`src/hdl/hcbd_pkg.sv`:
```
// Types, codes and helpers for the chunked body decoder.
package hcbd_pkg;

  typedef enum logic [11:0] {
    PH_SKIP     = 12'b0000_0000_0001,
    PH_SIZE     = 12'b0000_0000_0010,
    PH_EXT      = 12'b0000_0000_0100,
    PH_SIZE_LF  = 12'b0000_0000_1000,
    PH_PAYLOAD  = 12'b0000_0001_0000,
    PH_DATA_CR  = 12'b0000_0010_0000,
    PH_DATA_LF  = 12'b0000_0100_0000,
    PH_TR_START = 12'b0000_1000_0000,
    PH_TR_LINE  = 12'b0001_0000_0000,
    PH_TR_LF    = 12'b0010_0000_0000,
    PH_DONE     = 12'b0100_0000_0000,
    PH_ERROR    = 12'b1000_0000_0000
  } phase_t;

  typedef logic [1:0] status_t;
  localparam status_t ST_RUNNING    = 2'd0;
  localparam status_t ST_DONE       = 2'd1;
  localparam status_t ST_ERROR      = 2'd2;
  localparam status_t ST_INCOMPLETE = 2'd3;

  localparam logic [7:0] CH_CR    = 8'h0D;
  localparam logic [7:0] CH_LF    = 8'h0A;
  localparam logic [7:0] CH_SEMI  = 8'h3B;
  localparam logic [7:0] CH_SPACE = 8'h20;

  typedef struct packed {
    logic [7:0]  data_byte;
    logic        start_of_body;
    logic        last_byte;
  } item_t;

  typedef struct packed {
    logic [7:0]  payload_byte;
    logic        payload_valid;
    status_t     status;
    logic [31:0] decoded_count;
    logic [31:0] consumed_count;
  } result_t;

  // Bit 4 flags a hex digit, bits 3:0 carry its value.
  function automatic logic [4:0] hex_nibble(input logic [7:0] b);
    logic [4:0] r;
    r = 5'd0;
    if (b >= 8'h30 && b <= 8'h39) r = {1'b1, 4'(b - 8'h30)};
    else if (b >= 8'h61 && b <= 8'h66) r = {1'b1, 4'(b - 8'h57)};
    else if (b >= 8'h41 && b <= 8'h46) r = {1'b1, 4'(b - 8'h37)};
    return r;
  endfunction

  // Phases in which bytes are still parsed.
  function automatic logic phase_active(input phase_t p);
    logic a;
    a = 1'b0;
    case (p) inside
      PH_SKIP, PH_SIZE, PH_EXT, PH_SIZE_LF, PH_PAYLOAD, PH_DATA_CR, PH_DATA_LF,
      PH_TR_START, PH_TR_LINE, PH_TR_LF: a = 1'b1;
      default: a = 1'b0;
    endcase
    return a;
  endfunction

endpackage

```
`src/hdl/hcbd_ifs.sv`:
```
// Channel interfaces of the chunked body decoder.
interface hcbd_in_if;
  logic       valid;
  logic       ready;
  logic [7:0] data_byte;
  logic       start_of_body;
  logic       last_byte;
  modport source (output valid, data_byte, start_of_body, last_byte, input ready);
  modport sink   (input valid, data_byte, start_of_body, last_byte, output ready);
endinterface

interface hcbd_out_if;
  logic        valid;
  logic        ready;
  logic [7:0]  payload_byte;
  logic        payload_valid;
  logic [1:0]  status;
  logic [31:0] decoded_count;
  logic [31:0] consumed_count;
  modport source (output valid, payload_byte, payload_valid, status, decoded_count,
                  consumed_count, input ready);
  modport sink   (input valid, payload_byte, payload_valid, status, decoded_count,
                  consumed_count, output ready);
endinterface

interface hcbd_cfg_if;
  logic valid;
  logic ready;
  logic content_length_present;
  modport source (output valid, content_length_present, input ready);
  modport sink   (input valid, content_length_present, output ready);
endinterface

```
`src/hdl/http_chunked_body_decoder_top.sv`:
```
// A beat is held in the input register, its result (if any) in the result register.
// Throughput: one body beat per cycle unless a full result register is stalled.
// Beats that cause no result still take one slot in the input register.
// Reset (rst, synchronous): clears parse state, config bit and both valid flags.
// Top level of the HTTP/1.1 chunked transfer decoder.
module http_chunked_body_decoder_top #(
  parameter int SIZE_BITS  = 32,
  parameter int COUNT_BITS = 32
) (
  input  logic         clk,
  input  logic         rst,
  hcbd_in_if.sink      body_in,
  hcbd_out_if.source   result_out,
  hcbd_cfg_if.sink     cfg
);

  hcbd_pkg::item_t    in_item, held_item;
  hcbd_pkg::result_t  step_result, out_data;
  logic               held_valid, advance, can_take, has_result;
  logic               cl_present;

  // Config reg always ready; user must write it only while decoder idle, unchecked.
  assign cfg.ready = 1'b1;
  always_ff @(posedge clk) begin
    if (rst) begin
      cl_present <= 1'b0;
    end else if (cfg.valid) begin
      cl_present <= cfg.content_length_present;
    end
  end

  assign in_item.data_byte     = body_in.data_byte;
  assign in_item.start_of_body = body_in.start_of_body;
  assign in_item.last_byte     = body_in.last_byte;

  // The held beat is parsed whenever the result register has room for it,
  // whether or not it produces a result.
  assign advance = held_valid && can_take;

  hcbd_in_reg u_in_reg (
    .clk        (clk),
    .rst        (rst),
    .in_valid   (body_in.valid),
    .in_ready   (body_in.ready),
    .in_item    (in_item),
    .advance    (advance),
    .held_valid (held_valid),
    .held_item  (held_item)
  );

  hcbd_parser #(
    .SIZE_BITS  (SIZE_BITS),
    .COUNT_BITS (COUNT_BITS)
  ) u_parser (
    .clk        (clk),
    .rst        (rst),
    .step       (advance),
    .item       (held_item),
    .cl_present (cl_present),
    .has_result (has_result),
    .result     (step_result)
  );

  hcbd_out_reg u_out_reg (
    .clk       (clk),
    .rst       (rst),
    .load      (advance && has_result),
    .load_data (step_result),
    .can_take  (can_take),
    .out_valid (result_out.valid),
    .out_ready (result_out.ready),
    .out_data  (out_data)
  );

  assign result_out.payload_byte   = out_data.payload_byte;
  assign result_out.payload_valid  = out_data.payload_valid;
  assign result_out.status         = out_data.status;
  assign result_out.decoded_count  = out_data.decoded_count;
  assign result_out.consumed_count = out_data.consumed_count;

endmodule

```
`src/hdl/hcbd_in_reg.sv`:
```
// Input register stage: holds one body beat until the parser takes it.
module hcbd_in_reg (
  input  logic               clk,
  input  logic               rst,
  input  logic               in_valid,
  output logic               in_ready,
  input  hcbd_pkg::item_t    in_item,
  input  logic               advance,
  output logic               held_valid,
  output hcbd_pkg::item_t    held_item
);

  assign in_ready = !held_valid || advance;

  always_ff @(posedge clk) begin
    if (rst) begin
      held_valid <= 1'b0;
    end else if (in_ready) begin
      held_valid <= in_valid;
    end
  end

  always_ff @(posedge clk) begin
    if (in_valid && in_ready) begin
      held_item <= in_item;
    end
  end

endmodule

```
`src/hdl/hcbd_parser.sv`:
```
// Chunked framing parser: parse state and the one-byte step logic.
module hcbd_parser #(
  parameter int SIZE_BITS  = 32,
  parameter int COUNT_BITS = 32
) (
  input  logic                clk,
  input  logic                rst,
  input  logic                step,
  input  hcbd_pkg::item_t     item,
  input  logic                cl_present,
  output logic                has_result,
  output hcbd_pkg::result_t   result
);

  hcbd_pkg::phase_t        phase, phase_next, cur_phase;
  logic [SIZE_BITS-1:0]    remaining, remaining_next, cur_rem, rem_dec;
  logic                    seen, seen_next, cur_seen;
  logic [COUNT_BITS-1:0]   total, total_next, cur_total;
  logic [COUNT_BITS-1:0]   consumed, consumed_next, cur_cons;
  logic [4:0]              hv;
  logic                    emit, ended;
  logic [7:0]              b;
  logic [31:0]             dec32, cons32;

  assign b  = item.data_byte;
  assign hv = hcbd_pkg::hex_nibble(b);

  always_comb begin
    cur_phase = item.start_of_body ? hcbd_pkg::PH_SKIP : phase;
    cur_rem   = item.start_of_body ? '0 : remaining;
    cur_seen  = item.start_of_body ? 1'b0 : seen;
    cur_total = item.start_of_body ? '0 : total;
    cur_cons  = item.start_of_body ? '0 : consumed;

    phase_next     = cur_phase;
    remaining_next = cur_rem;
    seen_next      = cur_seen;
    total_next     = cur_total;
    consumed_next  = cur_cons;
    rem_dec        = cur_rem - SIZE_BITS'(1);
    emit           = 1'b0;
    ended          = 1'b0;

    if (hcbd_pkg::phase_active(cur_phase)) begin
      consumed_next = cur_cons + COUNT_BITS'(1);
      if (cl_present) begin
        phase_next = hcbd_pkg::PH_ERROR;
      end else begin
        unique case (cur_phase) inside
          hcbd_pkg::PH_SKIP, hcbd_pkg::PH_SIZE: begin
            if (cur_phase == hcbd_pkg::PH_SKIP && (b == hcbd_pkg::CH_CR ||
                b == hcbd_pkg::CH_LF)) begin
              phase_next = cur_phase;
            end else if (hv[4]) begin
              if (cur_rem[SIZE_BITS-1 -: 4] != 4'd0) begin
                phase_next = hcbd_pkg::PH_ERROR;
              end else begin
                remaining_next = {cur_rem[SIZE_BITS-5:0], hv[3:0]};
                seen_next      = 1'b1;
                phase_next     = hcbd_pkg::PH_SIZE;
              end
            end else if ((b == hcbd_pkg::CH_SEMI || b == hcbd_pkg::CH_SPACE) &&
                         cur_seen) begin
              phase_next = hcbd_pkg::PH_EXT;
            end else if (b == hcbd_pkg::CH_CR && cur_seen) begin
              phase_next = hcbd_pkg::PH_SIZE_LF;
            end else begin
              phase_next = hcbd_pkg::PH_ERROR;
            end
          end
          hcbd_pkg::PH_EXT: begin
            if (b == hcbd_pkg::CH_CR) phase_next = hcbd_pkg::PH_SIZE_LF;
            else if (b == hcbd_pkg::CH_LF) phase_next = hcbd_pkg::PH_ERROR;
          end
          hcbd_pkg::PH_SIZE_LF: begin
            if (b != hcbd_pkg::CH_LF) phase_next = hcbd_pkg::PH_ERROR;
            else if (cur_rem == '0) phase_next = hcbd_pkg::PH_TR_START;
            else phase_next = hcbd_pkg::PH_PAYLOAD;
          end
          hcbd_pkg::PH_PAYLOAD: begin
            emit           = 1'b1;
            total_next     = cur_total + COUNT_BITS'(1);
            remaining_next = rem_dec;
            if (rem_dec == '0) phase_next = hcbd_pkg::PH_DATA_CR;
          end
          hcbd_pkg::PH_DATA_CR: begin
            phase_next = (b == hcbd_pkg::CH_CR) ? hcbd_pkg::PH_DATA_LF
                                                : hcbd_pkg::PH_ERROR;
          end
          hcbd_pkg::PH_DATA_LF: begin
            if (b == hcbd_pkg::CH_LF) begin
              phase_next = hcbd_pkg::PH_SKIP;
              seen_next  = 1'b0;
            end else begin
              phase_next = hcbd_pkg::PH_ERROR;
            end
          end
          hcbd_pkg::PH_TR_START, hcbd_pkg::PH_TR_LINE: begin
            if (b == hcbd_pkg::CH_CR) phase_next = hcbd_pkg::PH_TR_LF;
            else if (b == hcbd_pkg::CH_LF) phase_next = hcbd_pkg::PH_DONE;
            else phase_next = hcbd_pkg::PH_TR_LINE;
          end
          hcbd_pkg::PH_TR_LF: begin
            phase_next = (b == hcbd_pkg::CH_LF) ? hcbd_pkg::PH_DONE
                                                : hcbd_pkg::PH_ERROR;
          end
          default: phase_next = hcbd_pkg::PH_ERROR;
        endcase
      end
      ended = !hcbd_pkg::phase_active(phase_next);
    end
  end

  // Expose the low 32 bits of the counters.
  generate
    if (COUNT_BITS >= 32) begin : g_wide
      assign dec32  = total_next[31:0];
      assign cons32 = consumed_next[31:0];
    end else begin : g_narrow
      assign dec32  = {{(32-COUNT_BITS){1'b0}}, total_next};
      assign cons32 = {{(32-COUNT_BITS){1'b0}}, consumed_next};
    end
  endgenerate

  always_comb begin
    result.payload_byte   = emit ? b : 8'd0;
    result.payload_valid  = emit;
    result.decoded_count  = dec32;
    result.consumed_count = cons32;
    if (phase_next == hcbd_pkg::PH_DONE) result.status = hcbd_pkg::ST_DONE;
    else if (!hcbd_pkg::phase_active(phase_next)) result.status = hcbd_pkg::ST_ERROR;
    else if (item.last_byte) result.status = hcbd_pkg::ST_INCOMPLETE;
    else result.status = hcbd_pkg::ST_RUNNING;
  end

  assign has_result = emit || ended || item.last_byte;

  always_ff @(posedge clk) begin
    if (rst) begin
      phase     <= hcbd_pkg::PH_SKIP;
      remaining <= '0;
      seen      <= 1'b0;
      total     <= '0;
      consumed  <= '0;
    end else if (step) begin
      phase     <= phase_next;
      remaining <= remaining_next;
      seen      <= seen_next;
      total     <= total_next;
      consumed  <= consumed_next;
    end
  end

endmodule

```
`src/hdl/hcbd_out_reg.sv`:
```
// Result register: one result beat toward the sink.
module hcbd_out_reg (
  input  logic                clk,
  input  logic                rst,
  input  logic                load,
  input  hcbd_pkg::result_t   load_data,
  output logic                can_take,
  output logic                out_valid,
  input  logic                out_ready,
  output hcbd_pkg::result_t   out_data
);

  assign can_take = !out_valid || out_ready;

  always_ff @(posedge clk) begin
    if (rst) begin
      out_valid <= 1'b0;
    end else if (can_take) begin
      out_valid <= load;
    end
  end

  always_ff @(posedge clk) begin
    if (load && can_take) begin
      out_data <= load_data;
    end
  end

endmodule

```
`src/flat_wrapper.sv`:
```
// flat-port wrapper written by rule: the top's interface ports become plain ports
module http_chunked_body_decoder_top_flat 
#(
  parameter int SIZE_BITS  = 32,
  parameter int COUNT_BITS = 32
)
  (clk, rst, body_in_valid, body_in_data_byte, body_in_start_of_body, body_in_last_byte, body_in_ready, result_out_valid, result_out_payload_byte, result_out_payload_valid, result_out_status, result_out_decoded_count, result_out_consumed_count, result_out_ready, cfg_valid, cfg_content_length_present, cfg_ready);
  hcbd_in_if body_in_i ();
  hcbd_out_if result_out_i ();
  hcbd_cfg_if cfg_i ();
  input  logic clk;
  input  logic rst;
  input wire logic [$bits(body_in_i.valid)-1:0] body_in_valid;
  input wire logic [$bits(body_in_i.data_byte)-1:0] body_in_data_byte;
  input wire logic [$bits(body_in_i.start_of_body)-1:0] body_in_start_of_body;
  input wire logic [$bits(body_in_i.last_byte)-1:0] body_in_last_byte;
  output wire logic [$bits(body_in_i.ready)-1:0] body_in_ready;
  output wire logic [$bits(result_out_i.valid)-1:0] result_out_valid;
  output wire logic [$bits(result_out_i.payload_byte)-1:0] result_out_payload_byte;
  output wire logic [$bits(result_out_i.payload_valid)-1:0] result_out_payload_valid;
  output wire logic [$bits(result_out_i.status)-1:0] result_out_status;
  output wire logic [$bits(result_out_i.decoded_count)-1:0] result_out_decoded_count;
  output wire logic [$bits(result_out_i.consumed_count)-1:0] result_out_consumed_count;
  input wire logic [$bits(result_out_i.ready)-1:0] result_out_ready;
  input wire logic [$bits(cfg_i.valid)-1:0] cfg_valid;
  input wire logic [$bits(cfg_i.content_length_present)-1:0] cfg_content_length_present;
  output wire logic [$bits(cfg_i.ready)-1:0] cfg_ready;
  assign body_in_i.valid = body_in_valid;
  assign body_in_i.data_byte = body_in_data_byte;
  assign body_in_i.start_of_body = body_in_start_of_body;
  assign body_in_i.last_byte = body_in_last_byte;
  assign body_in_ready = body_in_i.ready;
  assign result_out_valid = result_out_i.valid;
  assign result_out_payload_byte = result_out_i.payload_byte;
  assign result_out_payload_valid = result_out_i.payload_valid;
  assign result_out_status = result_out_i.status;
  assign result_out_decoded_count = result_out_i.decoded_count;
  assign result_out_consumed_count = result_out_i.consumed_count;
  assign result_out_i.ready = result_out_ready;
  assign cfg_i.valid = cfg_valid;
  assign cfg_i.content_length_present = cfg_content_length_present;
  assign cfg_ready = cfg_i.ready;
  http_chunked_body_decoder_top #(.SIZE_BITS(SIZE_BITS), .COUNT_BITS(COUNT_BITS)) u_core (.clk(clk), .rst(rst), .body_in(body_in_i), .result_out(result_out_i), .cfg(cfg_i));
endmodule
```
`config.mk`:
```
export PLATFORM = sky130hd
export DESIGN_NAME = http_chunked_body_decoder_top_flat
export DESIGN_NICKNAME = d
export VERILOG_FILES = /design/src/hdl/hcbd_pkg.sv /design/src/hdl/hcbd_ifs.sv /design/src/hdl/http_chunked_body_decoder_top.sv /design/src/hdl/hcbd_in_reg.sv /design/src/hdl/hcbd_parser.sv /design/src/hdl/hcbd_out_reg.sv /design/src/flat_wrapper.sv
export SDC_FILE = /design/constraint.sdc
export NUM_CORES = 1
export LEC_CHECK = 0
export CAP_MARGIN = 20
export CORE_ASPECT_RATIO = 1.25
export CORE_MARGIN = 2
export CORE_UTILIZATION = 40
export DETAILED_ROUTE_END_ITERATION = 6
export DONT_BUFFER_PORTS = 1
export HOLD_SLACK_MARGIN = 0.06
export SLEW_MARGIN = 20
export SYNTH_ARGS = -nofsm -noshare
export SYNTH_HDL_FRONTEND = slang
export SYNTH_SLANG_ARGS = --single-unit
```
`constraint.sdc`:
```
create_clock -name clk -period 10.56 [get_ports clk]
set_input_delay 3.168 -clock clk [delete_from_list [all_inputs] [get_ports clk]]
set_output_delay 3.168 -clock clk [all_outputs]
set_load 0.05 [all_outputs]
```
==> results.md <==
* Run status: finished clean
* Vias at 9854
* Worst min path class: flip-flop to flip-flop
* Reg-to-Reg End: u_core.u_out_reg.out_data[58]
* Global-route wire length before repair at 50.3 mm
* TritonCTS buffer count at 17
* Non-Filler Instances at 1655
* Worst skew pair latency at 450 ps
* R2R Setup Slk at 6240 ps
* Period utilization at 0.643
* Synth area leader: edfxtp_1
* Share of cells above drive strength 1 at 0.0577
* Hold Buf Count CTS at 0
* FFs w/ async S/R, synth at 0
* PD cells at 138 mW/mm²
* Unrepaired setup endpoints after global routing: no
* Slew Limit Fails at 0
* Post-synth EDFFs at 85
* Fin crit period at 6780 ps
* Placed Area at 0.0116 mm²
* Seq cells post-synth at 197
* Syn-to-layout area delta at 6.58%
* Final Instance Area at 0.0122 mm²
* Syn avg cell area at 8.38 µm²
* Dpl ws at 3780 ps
* TritonCTS clock tree: built
* Final WL at 31.5 mm
* # resized after CTS at 0
* Syn Inst Count at 1362
* CTS root buf: clkbuf_16
* RePlAce Congestion at 0.955
* Crit path DAT at 3620 ps
* CTS H-tree lvls at 4
* Critical-path top delay cell: nand2_1
* GR Overflow Total at 0
* N_diodes at 0
* IO Count at 94
* Crit path capture: body_in_ready
* R2R depth at 8
* Crit-path leading delay family: simple AND/OR/NAND/NOR gates
* Pwr Total at 1.68 mW
* Core Footprint at 0.0282 mm²
* Die ar. at 0.0299 mm²
* Clock sink total at 197
* Site row count at 69
* Reg2Reg Launch Point: u_core.u_in_reg.held_item[1]
* Initial Util at 0.404
* Top cells by area, synth: edfxtp_1 (22%), dfxtp_1 (20%), nor2_1 (5.7%), nand2_1 (5.2%), a21oi_1 (3.9%)
* Setup tns final at 0 ps
* Die width at 155 µm
* Worst setup margin at 3780 ps
* Startpoint types: primary input
* Max_slew headroom at 0.288
* Crit-path cells: nor2b_1 -> nand2_1
* Crit. Startpoint: result_out_ready
* Final setup viols at 0
* Setup Fix Bufs, Post-CTS at 0
* CP required at 7390 ps
* Maximum clock rate at 147 MHz
* Yosys warning total at 0
* Initial antenna violation count at 0
* Stages on the worst setup path at 2
* Vias per cell at 5.95
* Detailed Place HPWL at 20.5 mm
* Critical path's largest stage delay at 330 ps
* CP Class: primary input to output port
* I/O Buffers at 0
* Mapped cell area at 0.0114 mm²
* Util after Layout at 0.431
* Pin count of the biggest net entering global routing at 154
* Worst-margin pin slew at 1060 ps
* Number of max-cap violations at 0
* GRT Overall Usage at 0.212
* Reg clk slew, reported paths at 70 ps
* Synth top area share at 0.224
* Setup crit end kind: output port
* Synth cell types at 81
* Fin nets at 1313
* Top_reg_cell synth: dfxtp_1
* Post-synthesis sequential area ratio at 0.420
* CP max FO at 2
* Die Y at 193 µm
* Syn Nets at 1388
* DR DRC count at 0
* Dpl cells at 1623
* Drt pass-1 iters at 5
* DR WL/cell at 19.1 µm
* Static leakage at 4.03 nW
* Fin. Hold Viols at 0
* CP bufs+invs at 0
* Final hold slack at 461 ps
* Max Root-Sink Buffers at 2
* 1st-iter DRT viols at 846
* Vias in the first global route at 9255
* Remaining antenna violation count at 0
* Fillers at 2825
* Max Clock Skew at 11.0 ps
* VDD IR max at 0.110 mV
==> worst min-delay path by stage <==
stage | to | cells past startpoint | startpoint | slack, ps
floorplan | u_core.u_parser.consumed[0] | 2 | u_core.u_parser.consumed[0] | 430
global placement | u_core.u_parser.consumed[0] | 2 | u_core.u_parser.consumed[0] | 430
detailed placement | u_core.u_parser.consumed[0] | 2 | u_core.u_parser.consumed[0] | 440
CTS | u_core.u_parser.consumed[0] | 2 | u_core.u_parser.consumed[0] | 460
global route | u_core.u_parser.consumed[0] | 2 | u_core.u_parser.consumed[0] | 470
finish | u_core.u_parser.total[0] | 2 | u_core.u_parser.total[0] | 460
==> placed cells by master (no fill, tap or decap), types with 14 or more instances in the layout <==
cell type,instances
edfxtp_1,85
nand2_1,156
nor2_1,170
and3_1,16
a22oi_1,35
xnor2_1,50
nor4_1,22
clkbuf_16,17
and2_1,14
a31oi_1,17
nor2b_1,33
or3_1,28
o21ai_0,60
mux2i_1,14
xor2_1,30
nand3_1,50
a21oi_1,89
nor3_1,48
dfxtp_1,112
o22ai_1,16
nand4_1,23
inv_1,20
==> cell usage after synthesis, types with 23 or more instances <==
library cell,number
nor2_1,172
nand2_1,157
dfxtp_1,112
a21oi_1,89
clkbuf_1,87
edfxtp_1,85
o21ai_0,61
nand3_1,50
xnor2_1,50
nor3_1,49
a22oi_1,35
nor2b_1,33
xor2_1,30
or3_1,28
nand4_1,23
nor4_1,23
==> report_power, final <==
| group | leakage, nW | switching (mW) | internal, mW | total, mW |
|---|---|---|---|---|
| Sequential | 1.67 | 0.0764 | 0.821 | 0.898 |
| Clock | 0.277 | 0.305 | 0.353 | 0.658 |
| Combinational | 2.08 | 0.0889 | 0.0343 | 0.123 |
| Total | 4.03 | 0.470 | 1.21 | 1.68 |
==> worst reg2reg max path, delay by kind of cell, from the launching register on <==
family / cells / cell delay, ps
AOI/OAI and AO/OA: 1 / 190
buffers and inverters: 2 / 970
DFF: 1 / 440
and+or+nand+nor: 5 / 2270
==> logic make-up after synthesis <==
family | count (synthesis) | share of synthesized area
xor gates and xnor gates | 80 | 0.0614
and+or+nand+nor | 634 | 0.286
AOI/OAI and AO/OA | 298 | 0.165
muxes | 15 | 0.0133
buffers and inverters | 127 | 0.0431
DFF | 197 | 0.420
adders and majority gates | 10 | 0.0110
other | 1 | 0.000328
==> layout make-up <==
| cell class | instances | area, µm² | share of cell area |
|---|---|---|---|
| Timing Repair Buffer | 11 | 95.1 | 0.00782 |
| Inverter | 22 | 82.6 | 0.00679 |
| Clock buffer | 19 | 433 | 0.0356 |
| Sequential cell | 197 | 4790 | 0.394 |
| Tap cell | 355 | 444 | 0.0365 |
| Clock inverter | 13 | 153 | 0.0125 |
| Multi-Input combinational cell | 1038 | 6160 | 0.507 |
==> metal layers <==
layer,GRT usage,part of all wire
met2,0.378,0.50
met4,0.0709,0.022
met1,0.262,0.43
met5,0,0
met3,0.0299,0.042
==> registers in the layout (all words and copies together), names as in the netlist <==
signal	count
u_core.u_in_reg.held_valid	1
u_core.u_out_reg.out_valid	1
u_core.u_parser.consumed	32
u_core.cl_present	1
u_core.u_in_reg.held_item	10
u_core.u_parser.total	32
u_core.u_parser.remaining	32
u_core.u_out_reg.out_data	75
u_core.u_parser.phase	12
u_core.u_parser.seen	1
Note: power is estimated with default switching activity, not from simulation.
